## src/rtl/dra_pkg.sv

```systemverilog
package dra_pkg;

	// Header byte index used for every byte past the fixed 12-byte header.
	localparam logic [3:0] HDR_BODY = 4'd12;

	localparam logic [3:0] ST_OK        = 4'd0;
	localparam logic [3:0] ST_SHORT     = 4'd1;
	localparam logic [3:0] ST_ID        = 4'd2;
	localparam logic [3:0] ST_FLAGS     = 4'd3;
	localparam logic [3:0] ST_RCODE     = 4'd4;
	localparam logic [3:0] ST_COUNTS    = 4'd5;
	localparam logic [3:0] ST_QUESTION  = 4'd6;
	localparam logic [3:0] ST_NO_ANSWER = 4'd7;
	localparam logic [3:0] ST_NO_A      = 4'd8;
	localparam logic [3:0] ST_RESERVED  = 4'd9;

	localparam logic [7:0] FLAGS_HI     = 8'd129;
	localparam logic [7:0] FLAGS_LO_MSK = 8'd192;
	localparam logic [7:0] FLAGS_LO_VAL = 8'd128;
	localparam logic [7:0] PTR_MARK     = 8'd192;

	typedef enum logic [2:0] {
		PH_LABEL,
		PH_SKIP,
		PH_PTR,
		PH_REC,
		PH_ADDR,
		PH_DONE
	} phase_t;

	// One classified byte passed from the front end to the parser.
	typedef struct packed {
		logic        is_resp;
		logic [3:0]  hdr;
		logic        in_q;
		logic        short_len;
		logic        last;
		logic [7:0]  data;
		logic [15:0] req_id;
		logic [7:0]  qbyte;
	} item_t;

	// Address ranges that are private, reserved or not routable.
	function automatic logic reserved_addr(input logic [31:0] ip);
		logic [7:0] b1, b2, b3;
		b1 = ip[7:0];
		b2 = ip[15:8];
		b3 = ip[23:16];
		return b1 == 8'd0 || b1 == 8'd10
			|| (b1 == 8'd100 && b2 >= 8'd64 && b2 <= 8'd127)
			|| b1 == 8'd127
			|| (b1 == 8'd169 && b2 == 8'd254)
			|| (b1 == 8'd172 && b2 >= 8'd16 && b2 <= 8'd31)
			|| (b1 == 8'd192 && b2 == 8'd0 && b3 == 8'd0)
			|| (b1 == 8'd192 && b2 == 8'd0 && b3 == 8'd2)
			|| (b1 == 8'd192 && b2 == 8'd88 && b3 == 8'd99)
			|| (b1 == 8'd192 && b2 == 8'd168)
			|| (b1 == 8'd198 && b2 >= 8'd18 && b2 <= 8'd19)
			|| (b1 == 8'd198 && b2 == 8'd51 && b3 == 8'd100)
			|| (b1 == 8'd203 && b2 == 8'd0 && b3 == 8'd113)
			|| b1 >= 8'd224;
	endfunction

endpackage

```

## src/rtl/dra_ram.sv

```systemverilog
module dra_ram #(
	parameter int WIDTH = 8,
	parameter int DEPTH = 256
) (
	input  logic                     clk,
	input  logic                     we,
	input  logic [$clog2(DEPTH)-1:0] waddr,
	input  logic [WIDTH-1:0]         wdata,
	input  logic                     re,
	input  logic [$clog2(DEPTH)-1:0] raddr,
	output logic [WIDTH-1:0]         rdata
);

	logic [WIDTH-1:0] mem_q [DEPTH];

	always_ff @(posedge clk) begin
		if (we) begin
			mem_q[waddr] <= wdata;
		end
		if (re) begin
			rdata <= mem_q[raddr];
		end
	end

endmodule

```

## src/rtl/dra_front.sv

```systemverilog
module dra_front import dra_pkg::*; #(
	parameter int QUESTION_MAX = 256
) (
	input  logic        clk,
	input  logic        arst_n,
	input  logic        s_tvalid,
	output logic        s_tready,
	input  logic [23:0] s_tdata,
	input  logic        s_tlast,
	input  logic        s_tuser,
	output logic        out_valid,
	input  logic        out_ready,
	output item_t       out_item
);

	localparam int AW = $clog2(QUESTION_MAX);
	localparam int LW = $clog2(QUESTION_MAX + 1);

	logic [LW-1:0] qlen_q;
	logic          q_closed_q;
	logic [15:0]   bpos_q;
	logic          v_s1;
	item_t         item_s1;

	logic          accept;
	logic [LW-1:0] wr_idx;
	logic          wr_room;
	logic          wr_en;
	logic [16:0]   qend;
	logic          in_q;
	logic [15:0]   off;
	logic [7:0]    rdata;
	item_t         item_in;

	assign s_tready = !v_s1 || out_ready;
	assign accept   = s_tvalid && s_tready;

	assign wr_idx  = q_closed_q ? '0 : qlen_q;
	assign wr_room = wr_idx < LW'(QUESTION_MAX);
	assign wr_en   = accept && !s_tuser && wr_room;

	assign qend = 17'd12 + 17'(qlen_q);
	assign in_q = bpos_q >= 16'd12 && {1'b0, bpos_q} < qend;
	assign off  = bpos_q - 16'd12;

	dra_ram #(.WIDTH(8), .DEPTH(QUESTION_MAX)) u_qstore (
		.clk   (clk),
		.we    (wr_en),
		.waddr (wr_idx[AW-1:0]),
		.wdata (s_tdata[7:0]),
		.re    (accept && s_tuser && in_q),
		.raddr (off[AW-1:0]),
		.rdata (rdata)
	);

	always_comb begin
		item_in           = '0;
		item_in.is_resp   = s_tuser;
		item_in.hdr       = (bpos_q < 16'd12) ? bpos_q[3:0] : HDR_BODY;
		item_in.in_q      = in_q;
		item_in.short_len = ({1'b0, bpos_q} + 17'd1) < qend;
		item_in.last      = s_tlast;
		item_in.data      = s_tdata[7:0];
		item_in.req_id    = s_tdata[23:8];
	end

	always_ff @(posedge clk or negedge arst_n) begin
		if (!arst_n) begin
			qlen_q     <= '0;
			q_closed_q <= 1'b0;
			bpos_q     <= '0;
		end else if (accept) begin
			if (!s_tuser) begin
				qlen_q     <= wr_room ? wr_idx + LW'(1) : wr_idx;
				q_closed_q <= s_tlast;
				bpos_q     <= '0;
			end else if (s_tlast) begin
				bpos_q <= '0;
			end else if (bpos_q != 16'hFFFF) begin
				bpos_q <= bpos_q + 16'd1;
			end
		end
	end

	always_ff @(posedge clk or negedge arst_n) begin
		if (!arst_n) begin
			v_s1 <= 1'b0;
		end else if (s_tready) begin
			v_s1 <= s_tvalid;
		end
	end

	always_ff @(posedge clk) begin
		if (accept) begin
			item_s1 <= item_in;
		end
	end

	// The store read data stays put until the next read, so it is valid
	// for as long as the registered item waits.
	always_comb begin
		out_item       = item_s1;
		out_item.qbyte = rdata;
	end

	assign out_valid = v_s1;

endmodule

```

## src/rtl/dra_fifo.sv

```systemverilog
module dra_fifo import dra_pkg::*; (
	input  logic  clk,
	input  logic  arst_n,
	input  logic  push_valid,
	output logic  push_ready,
	input  item_t push_item,
	output logic  pop_valid,
	input  logic  pop_ready,
	output item_t pop_item
);

	item_t      ent_q [4];
	logic [1:0] wptr_q;
	logic [1:0] rptr_q;
	logic [2:0] cnt_q;
	logic       do_push;
	logic       do_pop;

	assign push_ready = cnt_q != 3'd4;
	assign pop_valid  = cnt_q != 3'd0;
	assign pop_item   = ent_q[rptr_q];
	assign do_push    = push_valid && push_ready;
	assign do_pop     = pop_valid && pop_ready;

	always_ff @(posedge clk or negedge arst_n) begin
		if (!arst_n) begin
			wptr_q <= '0;
			rptr_q <= '0;
			cnt_q  <= '0;
		end else begin
			if (do_push) begin
				wptr_q <= wptr_q + 2'd1;
			end
			if (do_pop) begin
				rptr_q <= rptr_q + 2'd1;
			end
			cnt_q <= cnt_q + 3'(do_push) - 3'(do_pop);
		end
	end

	always_ff @(posedge clk) begin
		if (do_push) begin
			ent_q[wptr_q] <= push_item;
		end
	end

endmodule

```

## src/rtl/dra_back.sv

```systemverilog
module dra_back import dra_pkg::*; (
	input  logic        clk,
	input  logic        arst_n,
	input  logic        in_valid,
	output logic        in_ready,
	input  item_t       in_item,
	output logic        m_tvalid,
	input  logic        m_tready,
	output logic [71:0] m_tdata
);

	logic [3:0]  err_q, n_err;
	phase_t      ph_q, n_ph;
	logic [15:0] skip_q, n_skip;
	logic [3:0]  rfi_q, n_rfi;
	logic [15:0] rlen_q, n_rlen;
	logic [15:0] acnt_q, n_acnt;
	logic [31:0] ttl_q, n_ttl;
	logic [31:0] addr_q, n_addr;
	logic        found_q, n_found;
	logic [3:0]  rc_q, n_rc;
	logic [7:0]  idh_q, n_idh;
	logic        match_q, n_match;

	logic        mv_q;
	logic [71:0] mdata_q;
	logic        pop;
	logic        emit;
	logic [3:0]  status;
	logic [3:0]  rfi_inc;
	logic [7:0]  b;

	assign in_ready = !(in_item.last && in_item.is_resp) || !mv_q || m_tready;
	assign pop      = in_valid && in_ready;
	assign emit     = pop && in_item.is_resp && in_item.last;
	assign b        = in_item.data;
	assign rfi_inc  = rfi_q + 4'd1;

	always_comb begin
		n_err   = err_q;
		n_ph    = ph_q;
		n_skip  = skip_q;
		n_rfi   = rfi_q;
		n_rlen  = rlen_q;
		n_acnt  = acnt_q;
		n_ttl   = ttl_q;
		n_addr  = addr_q;
		n_found = found_q;
		n_rc    = rc_q;
		n_idh   = idh_q;
		n_match = match_q;
		case (in_item.hdr)
			4'd0: begin
				n_idh = in_item.req_id[15:8];
				if (b != in_item.req_id[7:0] && err_q == ST_OK) n_err = ST_ID;
			end
			4'd1: if (b != idh_q && err_q == ST_OK) n_err = ST_ID;
			4'd2: if (b != FLAGS_HI && err_q == ST_OK) n_err = ST_FLAGS;
			4'd3: begin
				n_rc = b[3:0];
				if (err_q == ST_OK) begin
					if ((b & FLAGS_LO_MSK) != FLAGS_LO_VAL) n_err = ST_FLAGS;
					else if (b[3:0] != 4'd0) n_err = ST_RCODE;
				end
			end
			4'd4: if (b != 8'd0 && err_q == ST_OK) n_err = ST_COUNTS;
			4'd5: if (b != 8'd1 && err_q == ST_OK) n_err = ST_COUNTS;
			4'd6: n_acnt = {b, 8'd0};
			4'd7: n_acnt = {acnt_q[15:8], b};
			4'd8, 4'd9, 4'd10, 4'd11: begin
				if (b != 8'd0 && err_q == ST_OK) n_err = ST_COUNTS;
			end
			default: begin
				if (in_item.in_q) begin
					if (b != in_item.qbyte && err_q == ST_OK) n_err = ST_QUESTION;
				end else begin
					case (ph_q)
						PH_LABEL: begin
							if (b == 8'd0) begin
								n_ph = PH_REC; n_rfi = '0; n_match = 1'b1;
								n_rlen = '0; n_ttl = '0;
							end else if ((b & PTR_MARK) == PTR_MARK) begin
								n_ph = PH_PTR;
							end else begin
								n_skip = {8'd0, b};
								n_ph = PH_SKIP;
							end
						end
						PH_PTR: begin
							n_ph = PH_REC; n_rfi = '0; n_match = 1'b1;
							n_rlen = '0; n_ttl = '0;
						end
						PH_SKIP: begin
							if (skip_q != 16'd0) n_skip = skip_q - 16'd1;
							if (skip_q <= 16'd1) n_ph = PH_LABEL;
						end
						PH_REC: begin
							// Type and class must read 0,1,0,1 on the wire.
							if (rfi_q < 4'd4) begin
								if (b != {7'd0, rfi_q[0]}) n_match = 1'b0;
							end else if (rfi_q < 4'd8) begin
								n_ttl = {ttl_q[23:0], b};
							end else begin
								n_rlen = {rlen_q[7:0], b};
							end
							n_rfi = rfi_inc;
							if (rfi_inc >= 4'd10) begin
								if (n_match && n_rlen == 16'd4) begin
									n_ph = PH_ADDR; n_rfi = '0; n_addr = '0;
								end else if (n_rlen == 16'd0) begin
									n_ph = PH_LABEL;
								end else begin
									n_skip = n_rlen;
									n_ph = PH_SKIP;
								end
							end
						end
						PH_ADDR: begin
							case (rfi_q[1:0])
								2'd0: n_addr[7:0]   = b;
								2'd1: n_addr[15:8]  = b;
								2'd2: n_addr[23:16] = b;
								default: n_addr[31:24] = b;
							endcase
							n_rfi = rfi_inc;
							if (rfi_inc >= 4'd4) begin
								n_found = 1'b1;
								n_ph = PH_DONE;
							end
						end
						default: ;
					endcase
				end
			end
		endcase
	end

	always_comb begin
		if (in_item.short_len) status = ST_SHORT;
		else if (n_err != ST_OK) status = n_err;
		else if (n_acnt == 16'd0) status = ST_NO_ANSWER;
		else if (!n_found) status = ST_NO_A;
		else if (reserved_addr(n_addr)) status = ST_RESERVED;
		else status = ST_OK;
	end

	always_ff @(posedge clk or negedge arst_n) begin
		if (!arst_n) begin
			err_q <= '0; ph_q <= PH_LABEL; skip_q <= '0; rfi_q <= '0;
			rlen_q <= '0; acnt_q <= '0; ttl_q <= '0; addr_q <= '0;
			found_q <= 1'b0; rc_q <= '0; idh_q <= '0; match_q <= 1'b0;
		end else if (pop) begin
			if (!in_item.is_resp || in_item.last) begin
				err_q <= '0; ph_q <= PH_LABEL; skip_q <= '0; rfi_q <= '0;
				rlen_q <= '0; acnt_q <= '0; ttl_q <= '0; addr_q <= '0;
				found_q <= 1'b0; rc_q <= '0; idh_q <= '0; match_q <= 1'b0;
			end else begin
				err_q <= n_err; ph_q <= n_ph; skip_q <= n_skip; rfi_q <= n_rfi;
				rlen_q <= n_rlen; acnt_q <= n_acnt; ttl_q <= n_ttl;
				addr_q <= n_addr; found_q <= n_found; rc_q <= n_rc;
				idh_q <= n_idh; match_q <= n_match;
			end
		end
	end

	always_ff @(posedge clk or negedge arst_n) begin
		if (!arst_n) begin
			mv_q <= 1'b0;
		end else if (emit) begin
			mv_q <= 1'b1;
		end else if (m_tready) begin
			mv_q <= 1'b0;
		end
	end

	always_ff @(posedge clk) begin
		if (emit) begin
			mdata_q <= {n_rc, status,
				(status == ST_OK) ? n_ttl : 32'd0,
				(status == ST_OK) ? n_addr : 32'd0};
		end
	end

	assign m_tvalid = mv_q;
	assign m_tdata  = mdata_q;

endmodule

```

## src/rtl/dns_response_a_record_extractor.sv

```systemverilog
// DNS response A-record extractor.
// The slave channel carries one byte per request. tuser = 0 marks a byte of
// the question that was sent, which is kept in an on-chip store; tlast on a
// question byte closes it, and the next question byte starts a new one.
// tuser = 1 marks a response byte; tdata[23:8] carries the expected
// transaction id, sampled with response byte 0. The front end counts
// positions and reads the stored question byte for each echoed question
// byte; the back end checks the header and walks the answer records.
// On the response byte with tlast the master channel delivers one request:
// address, TTL, status and the header RCODE.
// Throughput is one byte per cycle while the master side does not stall,
// set by the single store read port and the one-byte parser step. The last
// byte is loaded into the front stage, then written into the queue, and its
// pop loads the output register, which presents the result.
// A four-entry queue separates the two halves, so a stalled master side
// only holds the parser once a result is waiting; input keeps flowing
// until the queue fills. Reset clears all control state and the question
// length; no clearing pass is needed.
module dns_response_a_record_extractor import dra_pkg::*; #(
	parameter int QUESTION_MAX = 256
) (
	input  logic        clk,
	input  logic        arst_n,
	input  logic        s_tvalid,
	output logic        s_tready,
	input  logic [23:0] s_tdata,   // data[7:0], req_id[23:8]
	input  logic        s_tlast,   // last byte of question or response
	input  logic        s_tuser,   // func: 0 question byte, 1 response byte
	output logic        m_tvalid,
	input  logic        m_tready,
	output logic [71:0] m_tdata    // address[31:0], ttl[63:32], status[67:64], rcode[71:68]
);

	logic  f_valid;
	logic  f_ready;
	item_t f_item;
	logic  b_valid;
	logic  b_ready;
	item_t b_item;

	dra_front #(.QUESTION_MAX(QUESTION_MAX)) u_front (
		.clk       (clk),
		.arst_n    (arst_n),
		.s_tvalid  (s_tvalid),
		.s_tready  (s_tready),
		.s_tdata   (s_tdata),
		.s_tlast   (s_tlast),
		.s_tuser   (s_tuser),
		.out_valid (f_valid),
		.out_ready (f_ready),
		.out_item  (f_item)
	);

	dra_fifo u_fifo (
		.clk        (clk),
		.arst_n     (arst_n),
		.push_valid (f_valid),
		.push_ready (f_ready),
		.push_item  (f_item),
		.pop_valid  (b_valid),
		.pop_ready  (b_ready),
		.pop_item   (b_item)
	);

	dra_back u_back (
		.clk      (clk),
		.arst_n   (arst_n),
		.in_valid (b_valid),
		.in_ready (b_ready),
		.in_item  (b_item),
		.m_tvalid (m_tvalid),
		.m_tready (m_tready),
		.m_tdata  (m_tdata)
	);

endmodule

```

## config.mk

```make
export PLATFORM = sky130hd
export DESIGN_NAME = dns_response_a_record_extractor
export DESIGN_NICKNAME = d
export VERILOG_FILES = /design/src/rtl/dra_pkg.sv /design/src/rtl/dra_ram.sv /design/src/rtl/dra_front.sv /design/src/rtl/dra_fifo.sv /design/src/rtl/dra_back.sv /design/src/rtl/dns_response_a_record_extractor.sv
export SDC_FILE = /design/constraint.sdc
export NUM_CORES = 2
export LEC_CHECK = 0
export BUFFER_PORTS_ARGS = -buffer_cell sky130_fd_sc_hd__buf_2
export CAP_MARGIN = 20
export CORE_MARGIN = 5
export CORE_UTILIZATION = 61
export DETAILED_ROUTE_END_ITERATION = 6
export PLACE_DENSITY = 0.79
export SLEW_MARGIN = 20
export SYNTH_ARGS = -nofsm -noshare
export SYNTH_HDL_FRONTEND = slang
export SYNTH_SLANG_ARGS = --single-unit
```

## constraint.sdc

```tcl
create_clock -name clk -period 7.61 [get_ports clk]
set_input_delay 0.3805 -clock clk [delete_from_list [all_inputs] [get_ports clk]]
set_output_delay 0.3805 -clock clk [all_outputs]
set_load 0.005 [all_outputs]
```

Word-level counts from Yosys, hierarchy flattened
Memory sizes are Yosys's and may differ from the RTL's. A register that Yosys moved wholly into a read port is not among the register bits.
Index checks and enable logic that the tools add are counted.
- word-level logic and storage cells: 310
- RAM bits: 2208
- bits of input ports: 30
- register bits: 276
- output and inout port bits: 74
- memories: 2
- memory list (name ; depth ; bits a word ; read ports ; clocked after memory_dff ; write ports ; line ; text):
    u_front.u_qstore.mem_q ; 256 ; 8 ; 1 ; 1 ; 1 ; dra_ram.sv:14 ; logic [WIDTH-1:0] mem_q [DEPTH];
    u_fifo.ent_q ; 4 ; 40 ; 1 ; 0 ; 1 ; dra_fifo.sv:12 ; item_t ent_q [4];
- reductions and logical operators: 90
- $add $sub $neg: 11
- bitwise operators: 1
- equality and inequality tests: 56
- mux-type cells: 104
- order comparisons: 17
- operators by type and width (cell ; count):
    two-way mux 16 bit ; 22
    two-way mux 32 bit ; 11
    two-way mux 4 bit ; 24
    case mux 16 bit (3 select lines) ; 2
    case mux 32 bit (3 select lines) ; 1
    case mux 32 bit (2 select lines) ; 1
    == test 8 bit, second input constant ; 7
    == test 8 x 7 -> 1 bit, second input constant ; 6
    two-way mux 8 bit ; 6
    logical AND 1 bit ; 35
    zero test 16 bit ; 2
    zero test 8 bit ; 4
    case mux 16 bit (2 select lines) ; 1
    case mux 4 bit (7 select lines) ; 1
    two-way mux 3 bit ; 8
    inequality test 8 bit ; 3
    two-way mux 1 bit ; 21
    two-way mux 9 bit ; 2
    adder 16 x 1 -> 17 bit, second input constant ; 1
    logical OR 1 bit ; 17
    less-than comparator 17 bit ; 1
    adder 16 x 1 -> 16 bit, second input constant ; 1
    == test 16 x 3 -> 1 bit, second input constant ; 1
    == test 4 x 3 -> 1 bit, second input constant ; 4
    other kinds (66) ; 97

Depth between registers and ports, before layout
- word-level depth: 34
- depth in mapped cells: 17
- gate-level depth less buffers: 14

Modules after synthesis
Synthesis repeated with hierarchy kept, for this count alone.
- cell total of the unflattened synthesis: 5466
- area total of the unflattened synthesis: 100742.9 um^2
- modules (own cells, without submodules) (module ; times used ; cells each ; seq. area each (um^2) ; area each (um^2)):
    dra_ram ; 1 ; 3733 ; 61739.2 ; 79643.9
    dra_back ; 1 ; 1167 ; 5615.4 ; 11521.0
    dra_fifo ; 1 ; 251 ; 4979.8 ; 6293.5
    dra_front ; 1 ; 315 ; 1636.6 ; 3284.4

Least setup slack after synthesis
Ideal clock, no wire load.
- path type: register -> register
- from: reg u_fifo.rptr_q[1]
- to: reg u_back.mdata_q[0] (netlist: u_back.m_tdata[0]) (enable)
- required time: 7107 ps
- setup slack: 2090 ps
- path buffers: 6
- library setup time: 503 ps
- arrival time: 5017 ps
- cell stages (with the launch flop): 11
- clock period less this slack: 5520 ps
- cell sequence: dfrtp_1 > buf_4 > buf_6 > buf_6 > buf_4 > buf_2 > mux4_2 > nand2_1 > o21ai_1 > clkbuf_1 > nor2_1
- word-level cells in the longest chain between the ends: 8
- RTL lines (element ; line ; text):
    start: declaration ; dra_fifo.sv:14 ; logic [1:0] rptr_q;
    start signal: assignment ; dra_fifo.sv:35 ; rptr_q <= rptr_q + 2'd1;
    memory (4 x 40 bit) (*) ; -- ;
    logical AND 1 bit ; dra_back.sv:33 ; assign in_ready = !(in_item.last && in_item.is_resp) || !mv_q || m_tready;
    zero test 1 bit ; dra_back.sv:33 ;
    logical OR 1 bit (2 in a row) ; dra_back.sv:33 ;
    logical AND 1 bit ; dra_back.sv:34 ; assign pop = in_valid && in_ready;
    logical AND 1 bit ; dra_back.sv:35 ; assign emit = pop && in_item.is_resp && in_item.last;
    logical AND 1 bit (*) ; dra_back.sv:35 ;
    named net u_back.emit ; dra_back.sv:28 ; logic emit;
    end signal: assignment ; dra_back.sv:178 ; mdata_q <= {n_rc, status,
    end: declaration ; dra_back.sv:26 ; logic [71:0] mdata_q;
The timed path passes the listed nets; every way through them passes the cells marked *.
A chain may end at the register's enable or synchronous reset.

Worst setup path in the final report
- from: reg u_fifo.rptr_q[1]
- to: reg u_back.mdata_q[52] (netlist: u_back.m_tdata[52]), data pin
- word-level cells in the longest chain between the ends: 34
- elaborated cells between the ends (all ways): 134
- those cells by class: order compare: 7; eq/ne: 35; mux: 41; reduce/logical: 50; memory: 1
- RTL lines (element ; line ; text):
    memory (4 x 40 bit) (*) ; -- ;
    two-way mux 16 bit / inequality test 8 x 1 -> 1 bit (equally long branches) ; dra_back.sv:101, dra_back.sv:100 ;
    two-way mux 16 bit / two-way mux 1 bit (equally long branches) ; dra_back.sv:99, dra_back.sv:100 ;
    two-way mux 16 bit / two-way mux 1 bit (equally long branches) ; dra_back.sv:77, dra_back.sv:99 ;
    two-way mux 16 bit / two-way mux 1 bit (equally long branches) ; dra_back.sv:74, dra_back.sv:77 ;
    two-way mux 16 bit / two-way mux 1 bit (equally long branches) ; dra_back.sv:52, dra_back.sv:74 ;
    == test 16 x 3 -> 1 bit / two-way mux 1 bit (equally long branches) ; dra_back.sv:108, dra_back.sv:52 ;
    logical AND 1 bit ; dra_back.sv:108 ; if (n_match && n_rlen == 16'd4) begin
    [18 not listed] ; -- ;
    logical OR 1 bit ; dra_pkg.sv:60 ; || (b1 == 8'd203 && b2 == 8'd0 && b3 == 8'd113)
    logical OR 1 bit ; dra_pkg.sv:61 ; || b1 >= 8'd224;
    two-way mux 4 bit ; dra_back.sv:143 ; else if (reserved_addr(n_addr)) status = ST_RESERVED;
    two-way mux 4 bit ; dra_back.sv:142 ; else if (!n_found) status = ST_NO_A;
    two-way mux 4 bit ; dra_back.sv:141 ; else if (n_acnt == 16'd0) status = ST_NO_ANSWER;
    two-way mux 4 bit ; dra_back.sv:140 ; else if (n_err != ST_OK) status = n_err;
    two-way mux 4 bit ; dra_back.sv:139 ; if (in_item.short_len) status = ST_SHORT;
    zero test 4 bit ; dra_back.sv:179 ; (status == ST_OK) ? n_ttl : 32'd0,
Mark *: on every way between the ends. The rest lies on a longest branch, timed or not. The select of a mux whose other input is x is not followed.

==> flow_summary_export.csv <==
group,metric,value,unit
run_status,run_status,"completed",
pwr,seq_power_share,48.6,%
detailed_routing,first_pass_iters,6,
pwr,p_int,24.0,mW
clocking,ctsHtreeMaxLevel,4,
die,die_width,415,um
sta,final_max_slew_viol_count,0,
hold_path,hold_depth,1,
sta,min_period,5770,ps
grt,grt_pass1_vias,52400,
detailed_routing,drt_first_iter_violations,7016,
critical_path,end_kind,"register",
cells_and_area,syn_to_final_growth,10.7,%
run,max_cap_violations,0,
pwr,ir_drop,455,uV
hold_path,hp-start,"s_tdata[5]",
cells_and_area,final.fill_count,9636,
critical_path,rrSetupSlack,1840,ps
grt,overflow,0,
clocking,cts_max_path_buffers,3,
pwr,power.net_switching,8.85,mW
clocking,root_buffer,"clkbuf_16",
sta,slew-limit-headroom,20.2,%
synthesis,avgSynthCellArea,20.3,um2
synthesis,synthAdderAreaFrac,0.508,%
synthesis,synthFlopType,"edfxtp_1",
clocking,cts_tree,"built",
sta,fin_tns_setup,0,ps
synthesis,seq_area_frac_synth,74.0,%
hold_path,hold_path.class,"input pin to register",
critical_path,worst-r2r-cell-count,12,
sta,period_share,75.9,%
pwr,power_frac_clock,35.4,%
grt,grtUsageMet1,38.8,%
clocking,cts_setup_buffers,0,
synthesis,syn-num-nets,4996,
placement,post-place-cells,6984,
grt,grt_max_degree,151,
grt,grt_busiest_layer,"met2",
critical_path,path_class,"register to register",
synthesis,synth_cells,4926,
critical_path,crit_required,8180,ps
synthesis,yosys.area_share.simple,3.94,%
die,boundaryPins,104,
critical_path,arrival,6340,ps
die,fp-row-count,148,
critical_path,crit-reg2reg-launch,"u_fifo.rptr_q[1]",
placement,io_buffer_count,103,
synthesis,synth_area_leaders,"edfxtp_1 (70%), mux4_2 (16%), dfrtp_1 (4.3%), nor2_1 (1.3%), clkbuf_1 (0.77%)",
critical_path,cp-start-kind,"register",
sta,fmax,173,MHz
detailed_routing,routed_wirelength,247,mm
clocking,hold_buffers,21,
critical_path,r2r_end,"u_back.m_tdata[52]",
cells_and_area,num-nets-final,5139,
sta,rsz0062_at_grt,"false",
detailed_routing,num_vias,51700,
synthesis,synth_compound_area_share,3.01,%
clocking,clk_pin_slew,60,ps
synthesis,syn_area,0.100,mm2
synthesis,synthMostInstantiatedCell,"edfxtp_1",
pwr,p_comb_share,16.0,%
grt,grt_util_all_layers,28.8,%
clocking,clock_sinks,2492,
cells_and_area,drive_gt1_share,25.8,%
placement,dpl.hpwl,135,mm
grt,use_met2,47.1,%
die,fp.dieH,415,um
synthesis,synth-seq-cells,2492,
sta,fin_skew,57.5,ps
cells_and_area,seqCellArea,0.0740,mm2
synthesis,ys_warn_count,0,
synthesis,synth.top_cell.area_share,69.6,%
grt,antenna_found_initial,7,
cells_and_area,multiInputGateArea,0.0247,mm2
sta,worstMarginPinSlew,1190,ps
die,die_area,0.172,mm2
synthesis,synth_top_family_by_area,"multiplexers",
sta,setup_viol,0,
detailed_routing,avgViaCountPerCell,6.94,
detailed_routing,drc,0,
clocking,cts_repair_resize_count,0,
clocking,cts-buffers-inserted,233,
synthesis,synth-xor-area-share,0.447,%
synthesis,netlist.top_cell.by_area,"edfxtp_1",
synthesis,yosys-top-cells-count,"edfxtp_1 (2320), mux4_2 (720), nor2_1 (357)",
hold_path,holdPathEnd,"u_front.u_qstore.mem_q[0][5]",
synthesis,synth_async_sr_flop_share,6.90,%
grt,grt_pass1_wl,364,mm
clocking,insertion_delay,870,ps
pwr,swShare,27.0,%
pwr,power_density,297,mW/mm2
synthesis,synthMuxAreaShare,16.7,%
detailed_routing,wire_per_inst,33.2,um
cells_and_area,fin_cells,7449,
pwr,cellLeakagePower,34.3,nW
sta,hold_violations,0,
grt,met3_usage,6.15,%
die,core,0.163,mm2
detailed_routing,ant_nets,0,
placement,routabilityCongestion,0.916,
synthesis,synth_cell_type_count,84,
synthesis,synth-edff-count,2320,
die,start_util,61.4,%
critical_path,cp_max_fo,30,
[final cells by class]
type	count	area share, %
sequential	2492	66.8
antenna	3	0.00678
clock inverter	153	1.39
inverter	38	0.129
multi-input combinational	2101	22.3
timing repair buffer	203	1.44
clock buffer	284	5.47
tap	2175	2.46
[worst max-delay path, stage by stage (launching register included)]
cell	delay [ps]
dfrtp_2	820
mux2_2	410
a221oi_1	530
a21boi_1	380
nand4_1	510
a31oi_1	760
o2111ai_1	230
o31ai_1	250
a31oi_1	120
o2111ai_1	400
or4b_4	560
buf_12	370
nor2_4	60
[cells by family (layout without fill, tap and decap cells)]
| logic type | Yosys count | after routing |
|---|---|---|
| flip-flops | 2492 | 2492 |
| AND/OR/NAND/NOR | 806 | 806 |
| multiplexers | 765 | 765 |
| AO/OA/AOI/OAI | 439 | 439 |
| buffers and inverters | 333 | 678 |
| XOR/XNOR | 51 | 51 |
| adder cells (fa/ha/maj) | 40 | 40 |
| other | 0 | 3 |
[placed cells by master (no fill, tap or decap), types with 43 or more instances in the layout]
| cell | instances |
|---|---|
| nor3_1 | 43 |
| clkbuf_16 | 233 |
| clkinv_1 | 55 |
| dfrtp_1 | 167 |
| nor2_1 | 355 |
| nand3_1 | 46 |
| clkinv_2 | 46 |
| o21ai_0 | 123 |
| edfxtp_1 | 2320 |
| clkbuf_1 | 48 |
| mux4_2 | 720 |
| a21oi_1 | 53 |
| a22o_1 | 79 |
| buf_2 | 94 |
| nand2_1 | 143 |
| buf_4 | 63 |
[sequential cells by signal, indices dropped and copies added, names as in the netlist, 16 cells and up]
signal	cells
u_back.skip_q	16
u_back.m_tdata	72
u_fifo.ent_q	160
u_front.u_qstore.mem_q	2048
u_back.ttl_q	32
u_back.addr_q	32
u_back.rlen_q	16
u_back.acnt_q	16
u_front.out_item	32
u_front.bpos_q	16
[per-stage QoR]
| step | cell area [um2] | hold slack, ps | power (mW) | utilization (%) | worst slack, ps |
|---|---|---|---|---|---|
| floorplan | 100000 | 84.9 | 19.5 | - | 2090 |
| global placement | 103000 | 464 | 21.3 | 63.1 | 1960 |
| detailed placement | 103000 | 478 | 21.4 | 63.1 | 1960 |
| CTS | 111000 | 72.5 | 32.9 | 67.9 | 1910 |
| global route | 111000 | 92.3 | 33.9 | 67.9 | 1520 |
| finish | 111000 | 99.4 | 32.8 | 67.9 | 1840 |
[routing by layer]
metal | routed length, um | vias to the layer above | share of wire (%)
met2 | 124000 | 3457 | 50
met3 | 23900 | 615 | 9.7
met1 | 88000 | 27000 | 36
met5 | 41 | - | 0.017
met4 | 11200 | 6 | 4.5
li1 | - | 20600 | -
[power groups by stage]
stage	logic [mW]	clock network, mW	registers (mW)
floorplan	3.39	0	16.1
global route	5.57	12.4	16.0
detailed placement	5.12	0	16.2
finish	5.27	11.6	15.9
global placement	5.04	0	16.2
CTS	5.21	11.7	16.0
[worst max-delay path by stage]
| stage | startpoint | end |
|---|---|---|
| 2_1_floorplan | u_fifo.rptr_q[1] | u_back.m_tdata[0] |
| 3_3_place_gp | u_fifo.rptr_q[1] | u_back.m_tdata[56] |
| 3_5_place_dp | u_fifo.rptr_q[1] | u_back.m_tdata[51] |
| 4_1_cts | u_fifo.rptr_q[1] | u_back.m_tdata[52] |
| 5_1_grt | u_fifo.rptr_q[1] | u_back.m_tdata[52] |
| 6_report | u_fifo.rptr_q[1] | u_back.m_tdata[52] |
Power figures use the tool's default switching activity.
